File: src/sv/sbad_pkg.sv
// Shared types, target codes and address map constants for the system bus
// address decoder. No dependencies.
package sbad_pkg;

  localparam int ADDR_W = 32;
  localparam int DATA_W = 32;
  localparam int OFS_W  = 26;
  localparam int TGT_W  = 5;
  localparam int MIR_W  = 24;

  localparam int DEF_BOARD_RAM_BYTES = 262144;
  localparam int DEF_CHIP_RAM_BYTES  = 32768;
  localparam int DEF_CART_RAM_BYTES  = 65536;

  // access sizes
  localparam logic [1:0] SZ_BYTE = 2'd0;
  localparam logic [1:0] SZ_HALF = 2'd1;

  // target codes
  localparam logic [TGT_W-1:0] TGT_UNMAPPED = 5'd0;
  localparam logic [TGT_W-1:0] TGT_BOOTROM  = 5'd1;
  localparam logic [TGT_W-1:0] TGT_BOARDRAM = 5'd2;
  localparam logic [TGT_W-1:0] TGT_CHIPRAM  = 5'd3;
  localparam logic [TGT_W-1:0] TGT_VIDREG   = 5'd4;
  localparam logic [TGT_W-1:0] TGT_DMA      = 5'd5;
  localparam logic [TGT_W-1:0] TGT_TIMER    = 5'd6;
  localparam logic [TGT_W-1:0] TGT_KEYSTAT  = 5'd7;
  localparam logic [TGT_W-1:0] TGT_KEYCTL   = 5'd8;
  localparam logic [TGT_W-1:0] TGT_IRQEN    = 5'd9;
  localparam logic [TGT_W-1:0] TGT_IRQFLAG  = 5'd10;
  localparam logic [TGT_W-1:0] TGT_WAIT     = 5'd11;
  localparam logic [TGT_W-1:0] TGT_IME      = 5'd12;
  localparam logic [TGT_W-1:0] TGT_POST     = 5'd13;
  localparam logic [TGT_W-1:0] TGT_HALT     = 5'd14;
  localparam logic [TGT_W-1:0] TGT_MEMCTL   = 5'd15;
  localparam logic [TGT_W-1:0] TGT_VIDMEM   = 5'd16;
  localparam logic [TGT_W-1:0] TGT_ROM      = 5'd17;
  localparam logic [TGT_W-1:0] TGT_CARTRAM  = 5'd18;

  // address map
  localparam logic [ADDR_W-1:0] BOOTROM_END  = 32'h0000_4000;
  localparam logic [ADDR_W-1:0] BOARDRAM_LO  = 32'h0200_0000;
  localparam logic [ADDR_W-1:0] CHIPRAM_LO   = 32'h0300_0000;
  localparam logic [ADDR_W-1:0] IO_LO        = 32'h0400_0000;
  localparam logic [ADDR_W-1:0] VIDREG_END   = 32'h0400_0060;
  localparam logic [ADDR_W-1:0] DMA_LO       = 32'h0400_00B0;
  localparam logic [ADDR_W-1:0] DMA_END      = 32'h0400_00E0;
  localparam logic [ADDR_W-1:0] TIMER_LO     = 32'h0400_0100;
  localparam logic [ADDR_W-1:0] TIMER_END    = 32'h0400_0110;
  localparam logic [ADDR_W-1:0] KEYSTAT_LO   = 32'h0400_0130;
  localparam logic [ADDR_W-1:0] KEYCTL_LO    = 32'h0400_0132;
  localparam logic [ADDR_W-1:0] KEYCTL_END   = 32'h0400_0134;
  localparam logic [ADDR_W-1:0] IRQEN_LO     = 32'h0400_0200;
  localparam logic [ADDR_W-1:0] IRQFLAG_LO   = 32'h0400_0202;
  localparam logic [ADDR_W-1:0] WAIT_LO      = 32'h0400_0204;
  localparam logic [ADDR_W-1:0] IME_LO       = 32'h0400_0208;
  localparam logic [ADDR_W-1:0] IME_END      = 32'h0400_020C;
  localparam logic [ADDR_W-1:0] POST_ADDR    = 32'h0400_0300;
  localparam logic [ADDR_W-1:0] HALT_ADDR    = 32'h0400_0301;
  localparam logic [ADDR_W-1:0] MEMCTL_LO    = 32'h0400_0800;
  localparam logic [15:0]       MEMCTL_PAGE  = 16'h0800;
  localparam logic [ADDR_W-1:0] VIDMEM_LO    = 32'h0500_0000;
  localparam logic [ADDR_W-1:0] ROM_LO       = 32'h0800_0000;
  localparam logic [ADDR_W-1:0] ROM_END      = 32'h0E00_0000;
  localparam logic [ADDR_W-1:0] CART0_LO     = 32'h0E00_0000;
  localparam logic [ADDR_W-1:0] CART0_END    = 32'h0E01_0000;
  localparam logic [ADDR_W-1:0] CART1_LO     = 32'h0F00_0000;
  localparam logic [ADDR_W-1:0] CART1_END    = 32'h0F01_0000;

  localparam int DMA_STRIDE = 12;

  typedef struct packed {
    logic [TGT_W-1:0] target;
    logic [1:0]       channel;
    logic [OFS_W-1:0] offset;
  } dec_t;

  // Offset of lane k inside a mirrored region, given the mirrored offset of
  // the access's first byte. When the low bits wrapped below k the byte has
  // crossed into the start of a new block, so its raw offset stands.
  function automatic logic [MIR_W-1:0] mirror_lane(input logic [MIR_W-1:0] base_mod,
                                                   input logic [MIR_W-1:0] off,
                                                   input logic [1:0]       k,
                                                   input logic [MIR_W:0]   size);
    logic [MIR_W:0] sum;
    sum = {1'b0, base_mod} + (MIR_W+1)'(k);
    if (off < MIR_W'(k)) begin
      return off;
    end
    if (sum >= size) begin
      sum = sum - size;
    end
    return sum[MIR_W-1:0];
  endfunction

endpackage

File: src/sv/sbad_if.sv
// Valid/ready channel interfaces for the access input, the byte result
// output and the configuration write port. Depends on sbad_pkg.
interface sbad_in_if;
  import sbad_pkg::*;
  logic              valid;
  logic              ready;
  logic [ADDR_W-1:0] address;
  logic              action;
  logic [1:0]        access_size;
  logic [DATA_W-1:0] write_data;

  modport source (output valid, address, action, access_size, write_data, input ready);
  modport sink   (input valid, address, action, access_size, write_data, output ready);
endinterface

interface sbad_out_if;
  import sbad_pkg::*;
  logic              valid;
  logic              ready;
  logic [TGT_W-1:0]  target;
  logic [1:0]        channel;
  logic [OFS_W-1:0]  local_offset;
  logic [ADDR_W-1:0] byte_address;
  logic [7:0]        byte_data;
  logic [1:0]        lane;
  logic              last;

  modport source (output valid, target, channel, local_offset, byte_address, byte_data,
                  lane, last, input ready);
  modport sink   (input valid, target, channel, local_offset, byte_address, byte_data,
                  lane, last, output ready);
endinterface

interface sbad_cfg_if;
  import sbad_pkg::*;
  logic             valid;
  logic             ready;
  logic [OFS_W-1:0] data;

  modport source (output valid, data, input ready);
  modport sink   (input valid, data, output ready);
endinterface

File: src/sv/sbad_cmod.sv
// Two-stage remainder by a constant: reciprocal multiply, then multiply
// back, subtract and one correction. Standalone, no package needed.
module sbad_cmod #(
  parameter int DIVISOR = 1024,
  parameter int X_W     = 24
) (
  input  logic           clk,
  input  logic           ld_a,
  input  logic           ld_b,
  input  logic [X_W-1:0] x,
  output logic [X_W-1:0] rem
);
  localparam int RW    = X_W + 1;
  localparam int CW    = $clog2(DIVISOR + 1);
  localparam int EW    = ((X_W > CW) ? X_W : CW) + 1;
  localparam logic [RW-1:0] RECIP = RW'((64'd1 << X_W) / DIVISOR);
  localparam logic [CW-1:0] DIV_V = CW'(DIVISOR);

  logic [X_W-1:0]    x_r;
  logic [X_W+RW-1:0] prod_r;
  logic [X_W-1:0]    rem_r;
  logic [RW-1:0]     q;
  logic [RW+CW-1:0]  qc;
  logic [X_W-1:0]    r_est;
  logic [EW-1:0]     r_ext;
  logic [EW-1:0]     r_fix;

  // the estimate is low by at most one, so one subtract corrects it
  always_comb begin
    q     = prod_r[X_W +: RW];
    qc    = {{CW{1'b0}}, q} * {{RW{1'b0}}, DIV_V};
    r_est = x_r - qc[X_W-1:0];
    r_ext = EW'(r_est);
    r_fix = (r_ext >= EW'(DIV_V)) ? (r_ext - EW'(DIV_V)) : r_ext;
  end

  always_ff @(posedge clk) begin
    if (ld_a) begin
      x_r    <= x;
      prod_r <= {{RW{1'b0}}, x} * {{X_W{1'b0}}, RECIP};
    end
    if (ld_b) begin
      rem_r <= r_fix[X_W-1:0];
    end
  end

  assign rem = rem_r;

endmodule

File: src/sv/sbad_decode.sv
// Region decode of one byte address into target, channel and offset.
// Mirrored RAM offsets arrive already reduced. Depends on sbad_pkg.
module sbad_decode (
  input  logic [sbad_pkg::ADDR_W-1:0] addr,
  input  logic                        wr,
  input  logic [sbad_pkg::OFS_W-1:0]  rom_size,
  input  logic [sbad_pkg::MIR_W-1:0]  board_off,
  input  logic [sbad_pkg::MIR_W-1:0]  chip_off,
  input  logic [sbad_pkg::MIR_W-1:0]  cart_off,
  output sbad_pkg::dec_t              dec
);
  import sbad_pkg::*;

  logic [5:0]  dma_m;
  logic [3:0]  tmr_m;
  logic [24:0] rom_m;

  always_comb begin
    dma_m = 6'(addr - DMA_LO);
    tmr_m = 4'(addr - TIMER_LO);
    rom_m = addr[24:0];
    dec   = '{target: TGT_UNMAPPED, channel: 2'd0, offset: '0};

    if (addr < BOOTROM_END) begin
      if (!wr) dec = '{TGT_BOOTROM, 2'd0, OFS_W'(addr[13:0])};
    end else if (addr >= BOARDRAM_LO && addr < CHIPRAM_LO) begin
      dec = '{TGT_BOARDRAM, 2'd0, OFS_W'(board_off)};
    end else if (addr >= CHIPRAM_LO && addr < IO_LO) begin
      dec = '{TGT_CHIPRAM, 2'd0, OFS_W'(chip_off)};
    end else if (addr >= IO_LO && addr < VIDREG_END) begin
      dec = '{TGT_VIDREG, 2'd0, OFS_W'(addr[6:0])};
    end else if (addr >= DMA_LO && addr < DMA_END) begin
      // twelve bytes per channel
      if (dma_m >= 6'(3 * DMA_STRIDE)) begin
        dec = '{TGT_DMA, 2'd3, OFS_W'(dma_m - 6'(3 * DMA_STRIDE))};
      end else if (dma_m >= 6'(2 * DMA_STRIDE)) begin
        dec = '{TGT_DMA, 2'd2, OFS_W'(dma_m - 6'(2 * DMA_STRIDE))};
      end else if (dma_m >= 6'(DMA_STRIDE)) begin
        dec = '{TGT_DMA, 2'd1, OFS_W'(dma_m - 6'(DMA_STRIDE))};
      end else begin
        dec = '{TGT_DMA, 2'd0, OFS_W'(dma_m)};
      end
    end else if (addr >= TIMER_LO && addr < TIMER_END) begin
      dec = '{TGT_TIMER, tmr_m[3:2], OFS_W'(tmr_m[1:0])};
    end else if (addr >= KEYSTAT_LO && addr < KEYCTL_LO) begin
      if (!wr) dec = '{TGT_KEYSTAT, 2'd0, OFS_W'(addr[0])};
    end else if (addr >= KEYCTL_LO && addr < KEYCTL_END) begin
      dec = '{TGT_KEYCTL, 2'd0, OFS_W'(addr[0])};
    end else if (addr >= IRQEN_LO && addr < IRQFLAG_LO) begin
      dec = '{TGT_IRQEN, 2'd0, OFS_W'(addr[0])};
    end else if (addr >= IRQFLAG_LO && addr < WAIT_LO) begin
      dec = '{TGT_IRQFLAG, 2'd0, OFS_W'(addr[0])};
    end else if (addr >= WAIT_LO && addr < IME_LO) begin
      dec = '{TGT_WAIT, 2'd0, OFS_W'(addr[1:0])};
    end else if (addr >= IME_LO && addr < IME_END) begin
      dec = '{TGT_IME, 2'd0, OFS_W'(addr[1:0])};
    end else if (addr == POST_ADDR) begin
      dec = '{TGT_POST, 2'd0, '0};
    end else if (addr == HALT_ADDR) begin
      if (wr) dec = '{TGT_HALT, 2'd0, '0};
    end else if (addr >= MEMCTL_LO && addr < VIDMEM_LO) begin
      // mirrored every 64 KiB, four bytes at the page offset
      if (addr[15:2] == MEMCTL_PAGE[15:2]) dec = '{TGT_MEMCTL, 2'd0, OFS_W'(addr[1:0])};
    end else if (addr >= VIDMEM_LO && addr < ROM_LO) begin
      dec = '{TGT_VIDMEM, 2'd0, OFS_W'(addr - VIDMEM_LO)};
    end else if (addr >= ROM_LO && addr < ROM_END) begin
      if (!wr && (OFS_W'(rom_m) < rom_size)) dec = '{TGT_ROM, 2'd0, OFS_W'(rom_m)};
    end else if ((addr >= CART0_LO && addr < CART0_END) ||
                 (addr >= CART1_LO && addr < CART1_END)) begin
      dec = '{TGT_CARTRAM, 2'd0, OFS_W'(cart_off)};
    end
  end

endmodule

File: src/sv/system_bus_address_decoder_unit.sv
// System bus address decoder. Each accepted access (byte, halfword or word,
// read or write) leaves as one, two or four byte results, one per cycle on
// the result channel while the receiver is ready, lanes in ascending order
// with last on the final one. The input takes a new access whenever stage A
// is empty or its access moves into the lane sequencer, which happens as the
// current access hands its final byte to the result register. The
// reciprocal multiply of the RAM mirroring is registered with the access in
// stage A, the multiply-back and correction as it moves into stage B, and
// each lane's decode into the output register. Write rom_size only while
// no access is in flight.
module system_bus_address_decoder_unit #(
  parameter int BOARD_RAM_BYTES = sbad_pkg::DEF_BOARD_RAM_BYTES,
  parameter int CHIP_RAM_BYTES  = sbad_pkg::DEF_CHIP_RAM_BYTES,
  parameter int CART_RAM_BYTES  = sbad_pkg::DEF_CART_RAM_BYTES
) (
  input  logic              clk,
  input  logic              rst_n,
  sbad_in_if.sink           in_ch,
  sbad_out_if.source        out_ch,
  sbad_cfg_if.sink          cfg_ch
);
  import sbad_pkg::*;

  localparam int CART_W = 16;

  // configuration
  logic [OFS_W-1:0]  rom_size_r;

  // stage A: captured access
  logic              a_valid_r;
  logic [ADDR_W-1:0] a_addr_r;
  logic              a_wr_r;
  logic [1:0]        a_last_r;
  logic [DATA_W-1:0] a_data_r;

  // stage B: lane sequencer
  logic              b_valid_r;
  logic [ADDR_W-1:0] b_addr_r;
  logic              b_wr_r;
  logic [1:0]        b_last_r;
  logic [DATA_W-1:0] b_data_r;
  logic [1:0]        lane_r;
  logic [1:0]        lane_nxt;

  // result register
  logic              out_valid_r;
  logic [TGT_W-1:0]  out_target_r;
  logic [1:0]        out_channel_r;
  logic [OFS_W-1:0]  out_offset_r;
  logic [ADDR_W-1:0] out_addr_r;
  logic [7:0]        out_data_r;
  logic [1:0]        out_lane_r;
  logic              out_last_r;

  logic              in_acc;
  logic              lane_last;
  logic              adv_out;
  logic              b_done;
  logic              b_free;
  logic              a_move;
  logic [1:0]        in_last;

  logic [MIR_W-1:0]  board_mod;
  logic [MIR_W-1:0]  chip_mod;
  logic [CART_W-1:0] cart_mod;
  logic [ADDR_W-1:0] byte_addr;
  logic [MIR_W-1:0]  board_off;
  logic [MIR_W-1:0]  chip_off;
  logic [MIR_W-1:0]  cart_off;
  dec_t              dec;

  assign in_acc = in_ch.valid && in_ch.ready;

  always_comb begin
    lane_last = (lane_r == b_last_r);
    adv_out   = b_valid_r && (!out_valid_r || out_ch.ready);
    b_done    = adv_out && lane_last;
    b_free    = !b_valid_r || b_done;
    a_move    = a_valid_r && b_free;
    lane_nxt  = lane_r + 2'd1;
  end

  assign in_ch.ready  = !a_valid_r || a_move;
  assign cfg_ch.ready = 1'b1;

  always_comb begin
    unique case (in_ch.access_size)
      SZ_BYTE: in_last = 2'd0;
      SZ_HALF: in_last = 2'd1;
      default: in_last = 2'd3;
    endcase
  end

  sbad_cmod #(.DIVISOR(BOARD_RAM_BYTES), .X_W(MIR_W)) u_board_mod (
    .clk  (clk),
    .ld_a (in_acc),
    .ld_b (a_move),
    .x    (in_ch.address[MIR_W-1:0]),
    .rem  (board_mod)
  );

  sbad_cmod #(.DIVISOR(CHIP_RAM_BYTES), .X_W(MIR_W)) u_chip_mod (
    .clk  (clk),
    .ld_a (in_acc),
    .ld_b (a_move),
    .x    (in_ch.address[MIR_W-1:0]),
    .rem  (chip_mod)
  );

  sbad_cmod #(.DIVISOR(CART_RAM_BYTES), .X_W(CART_W)) u_cart_mod (
    .clk  (clk),
    .ld_a (in_acc),
    .ld_b (a_move),
    .x    (in_ch.address[CART_W-1:0]),
    .rem  (cart_mod)
  );

  always_comb begin
    byte_addr = b_addr_r + ADDR_W'(lane_r);
    board_off = mirror_lane(board_mod, byte_addr[MIR_W-1:0], lane_r,
                            (MIR_W+1)'(BOARD_RAM_BYTES));
    chip_off  = mirror_lane(chip_mod, byte_addr[MIR_W-1:0], lane_r,
                            (MIR_W+1)'(CHIP_RAM_BYTES));
    cart_off  = mirror_lane(MIR_W'(cart_mod), MIR_W'(byte_addr[CART_W-1:0]), lane_r,
                            (MIR_W+1)'(CART_RAM_BYTES));
  end

  sbad_decode u_decode (
    .addr      (byte_addr),
    .wr        (b_wr_r),
    .rom_size  (rom_size_r),
    .board_off (board_off),
    .chip_off  (chip_off),
    .cart_off  (cart_off),
    .dec       (dec)
  );

  // control state
  always_ff @(posedge clk) begin
    if (!rst_n) begin
      rom_size_r  <= '0;
      a_valid_r   <= 1'b0;
      b_valid_r   <= 1'b0;
      lane_r      <= 2'd0;
      out_valid_r <= 1'b0;
    end else begin
      if (cfg_ch.valid && cfg_ch.ready) begin
        rom_size_r <= cfg_ch.data;
      end

      if (in_acc) begin
        a_valid_r <= 1'b1;
      end else if (a_move) begin
        a_valid_r <= 1'b0;
      end

      // load a fresh access or advance a lane per transfer into the result stage
      if (a_move) begin
        b_valid_r <= 1'b1;
        lane_r    <= 2'd0;
      end else if (b_done) begin
        b_valid_r <= 1'b0;
      end else if (adv_out) begin
        lane_r <= lane_nxt;
      end

      if (adv_out) begin
        out_valid_r <= 1'b1;
      end else if (out_ch.ready) begin
        out_valid_r <= 1'b0;
      end
    end
  end

  // payload
  always_ff @(posedge clk) begin
    if (in_acc) begin
      a_addr_r <= in_ch.address;
      a_wr_r   <= in_ch.action;
      a_last_r <= in_last;
      a_data_r <= in_ch.write_data;
    end
    if (a_move) begin
      b_addr_r <= a_addr_r;
      b_wr_r   <= a_wr_r;
      b_last_r <= a_last_r;
      b_data_r <= a_data_r;
    end
    if (adv_out) begin
      out_target_r  <= dec.target;
      out_channel_r <= dec.channel;
      out_offset_r  <= dec.offset;
      out_addr_r    <= byte_addr;
      out_data_r    <= b_wr_r ? b_data_r[{lane_r, 3'b000} +: 8] : 8'd0;
      out_lane_r    <= lane_r;
      out_last_r    <= lane_last;
    end
  end

  assign out_ch.valid        = out_valid_r;
  assign out_ch.target       = out_target_r;
  assign out_ch.channel      = out_channel_r;
  assign out_ch.local_offset = out_offset_r;
  assign out_ch.byte_address = out_addr_r;
  assign out_ch.byte_data    = out_data_r;
  assign out_ch.lane         = out_lane_r;
  assign out_ch.last         = out_last_r;

  a_lane_step: assert property (@(posedge clk) disable iff (!rst_n)
    (b_valid_r && adv_out && !lane_last) |=> (b_valid_r && lane_r == $past(lane_nxt)))
    else $error("lane sequencer skipped or repeated a lane");

  a_hold_a: assert property (@(posedge clk) disable iff (!rst_n)
    (a_valid_r && !b_free) |=> (a_valid_r && $stable(a_addr_r)))
    else $error("stage A lost its access while the sequencer was busy");

  a_lane_bound: assert property (@(posedge clk) disable iff (!rst_n)
    b_valid_r |-> (lane_r <= b_last_r))
    else $error("lane counter ran past the final lane");

  a_word_end: assert property (@(posedge clk) disable iff (!rst_n)
    (out_valid_r && out_lane_r == 2'd3) |-> out_last_r)
    else $error("lane three not marked last");

  a_rest_pending: assert property (@(posedge clk) disable iff (!rst_n)
    (out_valid_r && !out_last_r) |-> b_valid_r)
    else $error("access dropped before its final byte");

endmodule

File: src/flat_wrapper.sv
// flat-port wrapper written by rule: the top's interface ports become plain ports
module system_bus_address_decoder_unit_flat import sbad_pkg::*;
#(
  parameter int BOARD_RAM_BYTES = sbad_pkg::DEF_BOARD_RAM_BYTES,
  parameter int CHIP_RAM_BYTES  = sbad_pkg::DEF_CHIP_RAM_BYTES,
  parameter int CART_RAM_BYTES  = sbad_pkg::DEF_CART_RAM_BYTES
)
  (clk, rst_n, in_ch_valid, in_ch_address, in_ch_action, in_ch_access_size, in_ch_write_data, in_ch_ready, out_ch_valid, out_ch_target, out_ch_channel, out_ch_local_offset, out_ch_byte_address, out_ch_byte_data, out_ch_lane, out_ch_last, out_ch_ready, cfg_ch_valid, cfg_ch_data, cfg_ch_ready);
  sbad_in_if in_ch_i ();
  sbad_out_if out_ch_i ();
  sbad_cfg_if cfg_ch_i ();
  input  logic clk;
  input  logic rst_n;
  input wire logic [$bits(in_ch_i.valid)-1:0] in_ch_valid;
  input wire logic [$bits(in_ch_i.address)-1:0] in_ch_address;
  input wire logic [$bits(in_ch_i.action)-1:0] in_ch_action;
  input wire logic [$bits(in_ch_i.access_size)-1:0] in_ch_access_size;
  input wire logic [$bits(in_ch_i.write_data)-1:0] in_ch_write_data;
  output wire logic [$bits(in_ch_i.ready)-1:0] in_ch_ready;
  output wire logic [$bits(out_ch_i.valid)-1:0] out_ch_valid;
  output wire logic [$bits(out_ch_i.target)-1:0] out_ch_target;
  output wire logic [$bits(out_ch_i.channel)-1:0] out_ch_channel;
  output wire logic [$bits(out_ch_i.local_offset)-1:0] out_ch_local_offset;
  output wire logic [$bits(out_ch_i.byte_address)-1:0] out_ch_byte_address;
  output wire logic [$bits(out_ch_i.byte_data)-1:0] out_ch_byte_data;
  output wire logic [$bits(out_ch_i.lane)-1:0] out_ch_lane;
  output wire logic [$bits(out_ch_i.last)-1:0] out_ch_last;
  input wire logic [$bits(out_ch_i.ready)-1:0] out_ch_ready;
  input wire logic [$bits(cfg_ch_i.valid)-1:0] cfg_ch_valid;
  input wire logic [$bits(cfg_ch_i.data)-1:0] cfg_ch_data;
  output wire logic [$bits(cfg_ch_i.ready)-1:0] cfg_ch_ready;
  assign in_ch_i.valid = in_ch_valid;
  assign in_ch_i.address = in_ch_address;
  assign in_ch_i.action = in_ch_action;
  assign in_ch_i.access_size = in_ch_access_size;
  assign in_ch_i.write_data = in_ch_write_data;
  assign in_ch_ready = in_ch_i.ready;
  assign out_ch_valid = out_ch_i.valid;
  assign out_ch_target = out_ch_i.target;
  assign out_ch_channel = out_ch_i.channel;
  assign out_ch_local_offset = out_ch_i.local_offset;
  assign out_ch_byte_address = out_ch_i.byte_address;
  assign out_ch_byte_data = out_ch_i.byte_data;
  assign out_ch_lane = out_ch_i.lane;
  assign out_ch_last = out_ch_i.last;
  assign out_ch_i.ready = out_ch_ready;
  assign cfg_ch_i.valid = cfg_ch_valid;
  assign cfg_ch_i.data = cfg_ch_data;
  assign cfg_ch_ready = cfg_ch_i.ready;
  system_bus_address_decoder_unit #(.BOARD_RAM_BYTES(BOARD_RAM_BYTES), .CHIP_RAM_BYTES(CHIP_RAM_BYTES), .CART_RAM_BYTES(CART_RAM_BYTES)) u_core (.clk(clk), .rst_n(rst_n), .in_ch(in_ch_i), .out_ch(out_ch_i), .cfg_ch(cfg_ch_i));
endmodule
File: config.mk
export PLATFORM = sky130hd
export DESIGN_NAME = system_bus_address_decoder_unit_flat
export DESIGN_NICKNAME = d
export VERILOG_FILES = /design/src/sv/sbad_pkg.sv /design/src/sv/sbad_if.sv /design/src/sv/sbad_cmod.sv /design/src/sv/sbad_decode.sv /design/src/sv/system_bus_address_decoder_unit.sv /design/src/flat_wrapper.sv
export SDC_FILE = /design/constraint.sdc
export NUM_CORES = 1
export LEC_CHECK = 0
export ABC_CLOCK_PERIOD_IN_PS = 9800
export BUFFER_PORTS_ARGS = -buffer_cell sky130_fd_sc_hd__buf_2
export CORE_MARGIN = 2
export CORE_UTILIZATION = 55
export CTS_CLUSTER_SIZE = 8
export DETAILED_ROUTE_END_ITERATION = 10
export HOLD_SLACK_MARGIN = 0.06
export PLACE_DENSITY = 0.77
export RECOVER_POWER = 50
export REMOVE_ABC_BUFFERS = 1
export SYNTH_ARGS = -nofsm -noshare
export SYNTH_HDL_FRONTEND = slang
export SYNTH_SLANG_ARGS = --single-unit
File: constraint.sdc
create_clock -name clk -period 9.8 [get_ports clk]
set_input_delay 0.98 -clock clk [delete_from_list [all_inputs] [get_ports clk]]
set_output_delay 0.98 -clock clk [all_outputs]
set_load 0.01 [all_outputs]
==> results.txt <==
* Fraction of final layout cells sized beyond drive strength 1: 16.9%
* Worst slew margin relative to its limit: -22.4%
* Number of flops mapped to enable cells by yosys: 210
* Fin. max-slew vios: 17
- Critical path cell sequence: ha_1 -> inv_1 -> fa_1 -> nand3b_2 -> xnor2_1 -> inv_1 -> ha_1 -> and3_1 -> o21a_1 -> a31o_2 -> a31oi_1 -> nor4_1 -> nor4_2 -> nand3_2 -> o31ai_1
- Power density relative to cell area: 180 nW/um^2
- The worst setup path is of the flip-flop to flip-flop kind.
- Dividing the final minimum period by the clock period gives 63.9%.
- Filler instances: 1596
* Count of buffers inserted at the top-level ports: 175
- Final-stage net count: 1295
- Once detailed placement completed, the half-perimeter wirelength came to 22900 um.
- RR Endpoint: u_core.out_ch.local_offset[17]
- Post-route DRC: 0
- After technology mapping, the gate count stands at 960.
- In the synthesized netlist the async set-or-reset flop fraction comes to 0%.
* Summed instance area of the synthesized netlist: 11900 sq um
* Seq/Total Area, Yosys: 58.3%
* Setup-violating endpoint count in the final report: 0
- Before antenna repair, the detailed router went through 6 iterations.
- Critical path arrival: 6600 ps
- The min-delay analysis places its worst path in the category flip-flop to flip-flop.
- The worst path needs 6260 ps of the cycle, external delays included.
* Total global-route track usage: 27.6%
* FF+latch count, synth: 241
- Post-synthesis cell type count: 88
- Resized cells post-CTS: 0
* Leak pwr: 0.00514 uW
- At the end of routability-driven placement, the weighted congestion stood at 0.930.
- Maximum single-stage delay on the critical path: 850 ps
* Data required, critical path: 10140 ps
- Number of clock sinks: 241
- Status: finished, violations left
- In the synthesized netlist the dominant register cell turns out to be edfxtp_1.
- Core area: 21100 sq um
* DR vias: 8703
- Once the floorplan was initialized, standard cells occupied 56.3% of the core.
- Maximum fanout along the worst path: 13
- In the final timing run, aggregate negative setup slack is 0 ps.
- Clock root buffer master: clkbuf_16
- P&R area growth vs syn: 17.5%
* Launching element of the worst setup path: u_core.lane_r[0]
* Global-route wire length before repair: 47700 um
* Number of warnings reported in the yosys synthesis log: 0
- Across the run, the number of max-cap violations was 1.
- Antenna violations before repair: 0
* Post-CTS Repair Setup Buffers: 0
- Inserted Diodes: 0
- Number of H-tree levels: 2
- Unrepaired setup endpoints after global routing: no
- Number of DRC markers after the initial detailed-route iteration: 806
* Vias per inst: 6.04
- For the worst flop-to-flop path, the logic depth is 15.
- In this run the deepest clock path goes through 3 buffers.
* Nature of the critical path endpoint: flip-flop
* Startpoint types: flip-flop
- In the final routed layout, each cell accounts on average for 21.6 um.
* Internal reg-to-reg setup slack: 3540 ps
* Chip width: 151 um
* Std-Cell Rows: 53
* Source-to-sink clock delay at the later pin of the worst-skew pair: 520 ps
- Pin slew with the least headroom to its limit: 1830 ps
- The worst register-to-register path begins at u_core.lane_r[0].
- Final hold violations: 0
- Clk pin slew, worst setup/hold paths: 50 ps
- The slowest stage of the critical path is the nor4_2 cell.
* TritonCTS clock tree: done
* GR Overflow Total: 0
- Die height: 151 um
- IR analysis of the VDD net gives a maximum drop of 218 uV.
* Cts-stage hold buffer count: 0
* Peak clock frequency supported by timing: 160 MHz
- Wirelength, routed: 31100 um
- Averaged over all synthesized cells, the footprint is 12.4 sq um.
- DIE AREA: 22800 sq um
- Across the routed clock network, the largest skew measured is 12.4 ps.
- Cts bufs inserted: 36
- The checks that failed: max-capacitance violations, max-slew violations.
* Largest net degree at the start of global routing: 69
- Final-layout worst hold slack: 406 ps
- Residual antenna-violating net count after detailed routing: 0
* Last element of the critical path: u_core.out_ch.local_offset[17]
* Ports placed on the boundary: 177
- Number of global-route vias before repair: 8569
==> synth_stat cells, drive strengths merged (9+ instances only) <==
| library cell | count | share of area [%] |
|---|---|---|
| a211oi | 10 | 0.63 |
| a21oi | 34 | 1.5 |
| a31oi | 9 | 0.47 |
| and2 | 18 | 0.95 |
| and3 | 15 | 0.79 |
| buf | 18 | 0.80 |
| clkbuf | 15 | 0.50 |
| dfxtp | 31 | 5.2 |
| edfxtp | 210 | 53 |
| ha | 44 | 4.6 |
| inv | 65 | 2.1 |
| mux2i | 29 | 2.4 |
| nand2 | 54 | 1.7 |
| nand3 | 25 | 1.2 |
| nand4 | 30 | 1.7 |
| nor2 | 53 | 1.7 |
| nor2b | 30 | 1.6 |
| nor3 | 22 | 1.1 |
| nor4 | 26 | 1.7 |
| o211ai | 11 | 0.70 |
| o21a | 9 | 0.57 |
| o21ai | 21 | 0.89 |
| or2 | 10 | 0.53 |
| or3 | 11 | 0.58 |
| xnor2 | 23 | 1.7 |
| xor2 | 9 | 0.66 |
==> worst max-delay path: cells and delay by family (launching register included) <==
kind,cells,cell delay [ps]
simple gates,5,1890
fa+ha+maj,3,1230
compound gates,4,920
flops,1,830
xor+xnor,1,750
buf+inv,2,430
==> how the worst min path moves through the flow <==
stage / start / to / slack [ps] / depth (start not counted)
final: u_core.a_addr_r[11] / u_core.u_board_mod.rem[11] / 410 / 0
after global routing: u_core.a_data_r[22] / u_core.b_data_r[22] / 410 / 0
after CTS: u_core.a_data_r[22] / u_core.b_data_r[22] / 410 / 0
after detailed placement: u_core.a_addr_r[18] / u_core.b_addr_r[18] / 400 / 0
after global placement: u_core.a_data_r[28] / u_core.b_data_r[28] / 400 / 0
after floorplan: u_core.a_addr_r[18] / u_core.b_addr_r[18] / 400 / 0
==> metal layers <==
| metal | routed length, um | share of wire, % | global-route usage [%] | vias to the layer above |
|---|---|---|---|---|
| met3 | 2270 | 7.3 | 4.01 | 63 |
| li1 | - | - | - | 4033 |
| met2 | 14800 | 48 | 45.5 | 404 |
| met4 | 817 | 2.6 | 9.11 | 0 |
| met5 | 0 | 0 | 0 | - |
| met1 | 13200 | 43 | 38.1 | 4203 |
==> registers in the layout, indices dropped and copies added (netlist names) <==
signal,cells
u_core.lane_r,2
u_core.out_ch.lane,2
u_core.a_addr_r,32
u_core.u_board_mod.rem,18
u_core.out_ch.channel,2
u_core.b_data_r,32
u_core.out_ch.byte_address,32
u_core.a_last_r,2
u_core.out_ch.byte_data,8
u_core.b_addr_r,14
u_core.out_ch.target,5
u_core.a_valid_r,1
u_core.out_ch.valid,1
u_core.out_ch.last,1
u_core.a_data_r,32
u_core.b_last_r,2
u_core.b_wr_r,1
u_core.a_wr_r,1
u_core.b_valid_r,1
u_core.out_ch.local_offset,26
u_core.rom_size_r,26
==> report_power, final <==
part	internal, uW	switching [uW]	total [uW]
Combinational	72.7	123	196
Clock	674	429	1100
Sequential	1180	28.8	1210
Total	1930	581	2510
==> per-stage QoR <==
step	std cells	cell area [sq um]	util, %	setup WS [ps]	total power (uW)
floorplan	930	11700	-	4510	1340
global placement	1389	13000	61.8	3690	1420
detailed placement	1389	13000	61.8	3540	1430
CTS	1440	14100	66.7	3510	2530
global route	1440	13900	66.2	3050	2600
finish	1440	13900	66.2	3540	2510
==> area by class of cell <==
class	instances	area, sq um	area share [%]
clock buffer	47	942	6.75
clock inverter	4	85.1	0.610
inverter	66	248	1.78
multi-input combinational	623	4560	32.7
sequential	241	6930	49.7
tap	275	344	2.47
timing repair buffer	184	841	6.03
==> kinds of logic (layout without fill, tap and decap cells) <==
logic type / Yosys count / count (layout) / share of synthesized area (%)
fa+ha+maj: 47 / 47 / 4.97
xor+xnor: 32 / 32 / 2.36
simple gates: 324 / 324 / 15.6
flops: 241 / 241 / 58.3
other cells: 1 / 4 / 0.0316
mux: 41 / 41 / 4.34
buf+inv: 99 / 301 / 3.38
compound gates: 175 / 175 / 10.9
==> placed cells by master, fill, tap and decap left out, types with 5 or more instances in the layout <==
cell,instances
a2111oi_0,5
a211oi_1,10
a21o_1,8
a21oi_1,33
a31oi_1,9
and2_0,6
and2_1,11
and3_1,15
and4_1,8
buf_2,93
buf_4,9
clkbuf_1,93
clkbuf_16,36
dfxtp_1,31
edfxtp_1,210
ha_1,44
inv_1,65
mux2i_1,29
mux4_2,8
nand2_1,54
nand2b_1,6
nand3_1,22
nand4_1,28
nor2_1,52
nor2b_1,29
nor3_1,19
nor4_1,22
o2111ai_1,5
o211ai_1,11
o21a_1,9
o21ai_0,21
o22ai_1,7
o31ai_1,6
or2_2,10
or3_1,11
or4_1,5
xnor2_1,23
xor2_1,9
Note: power is estimated with default switching activity, not from simulation.
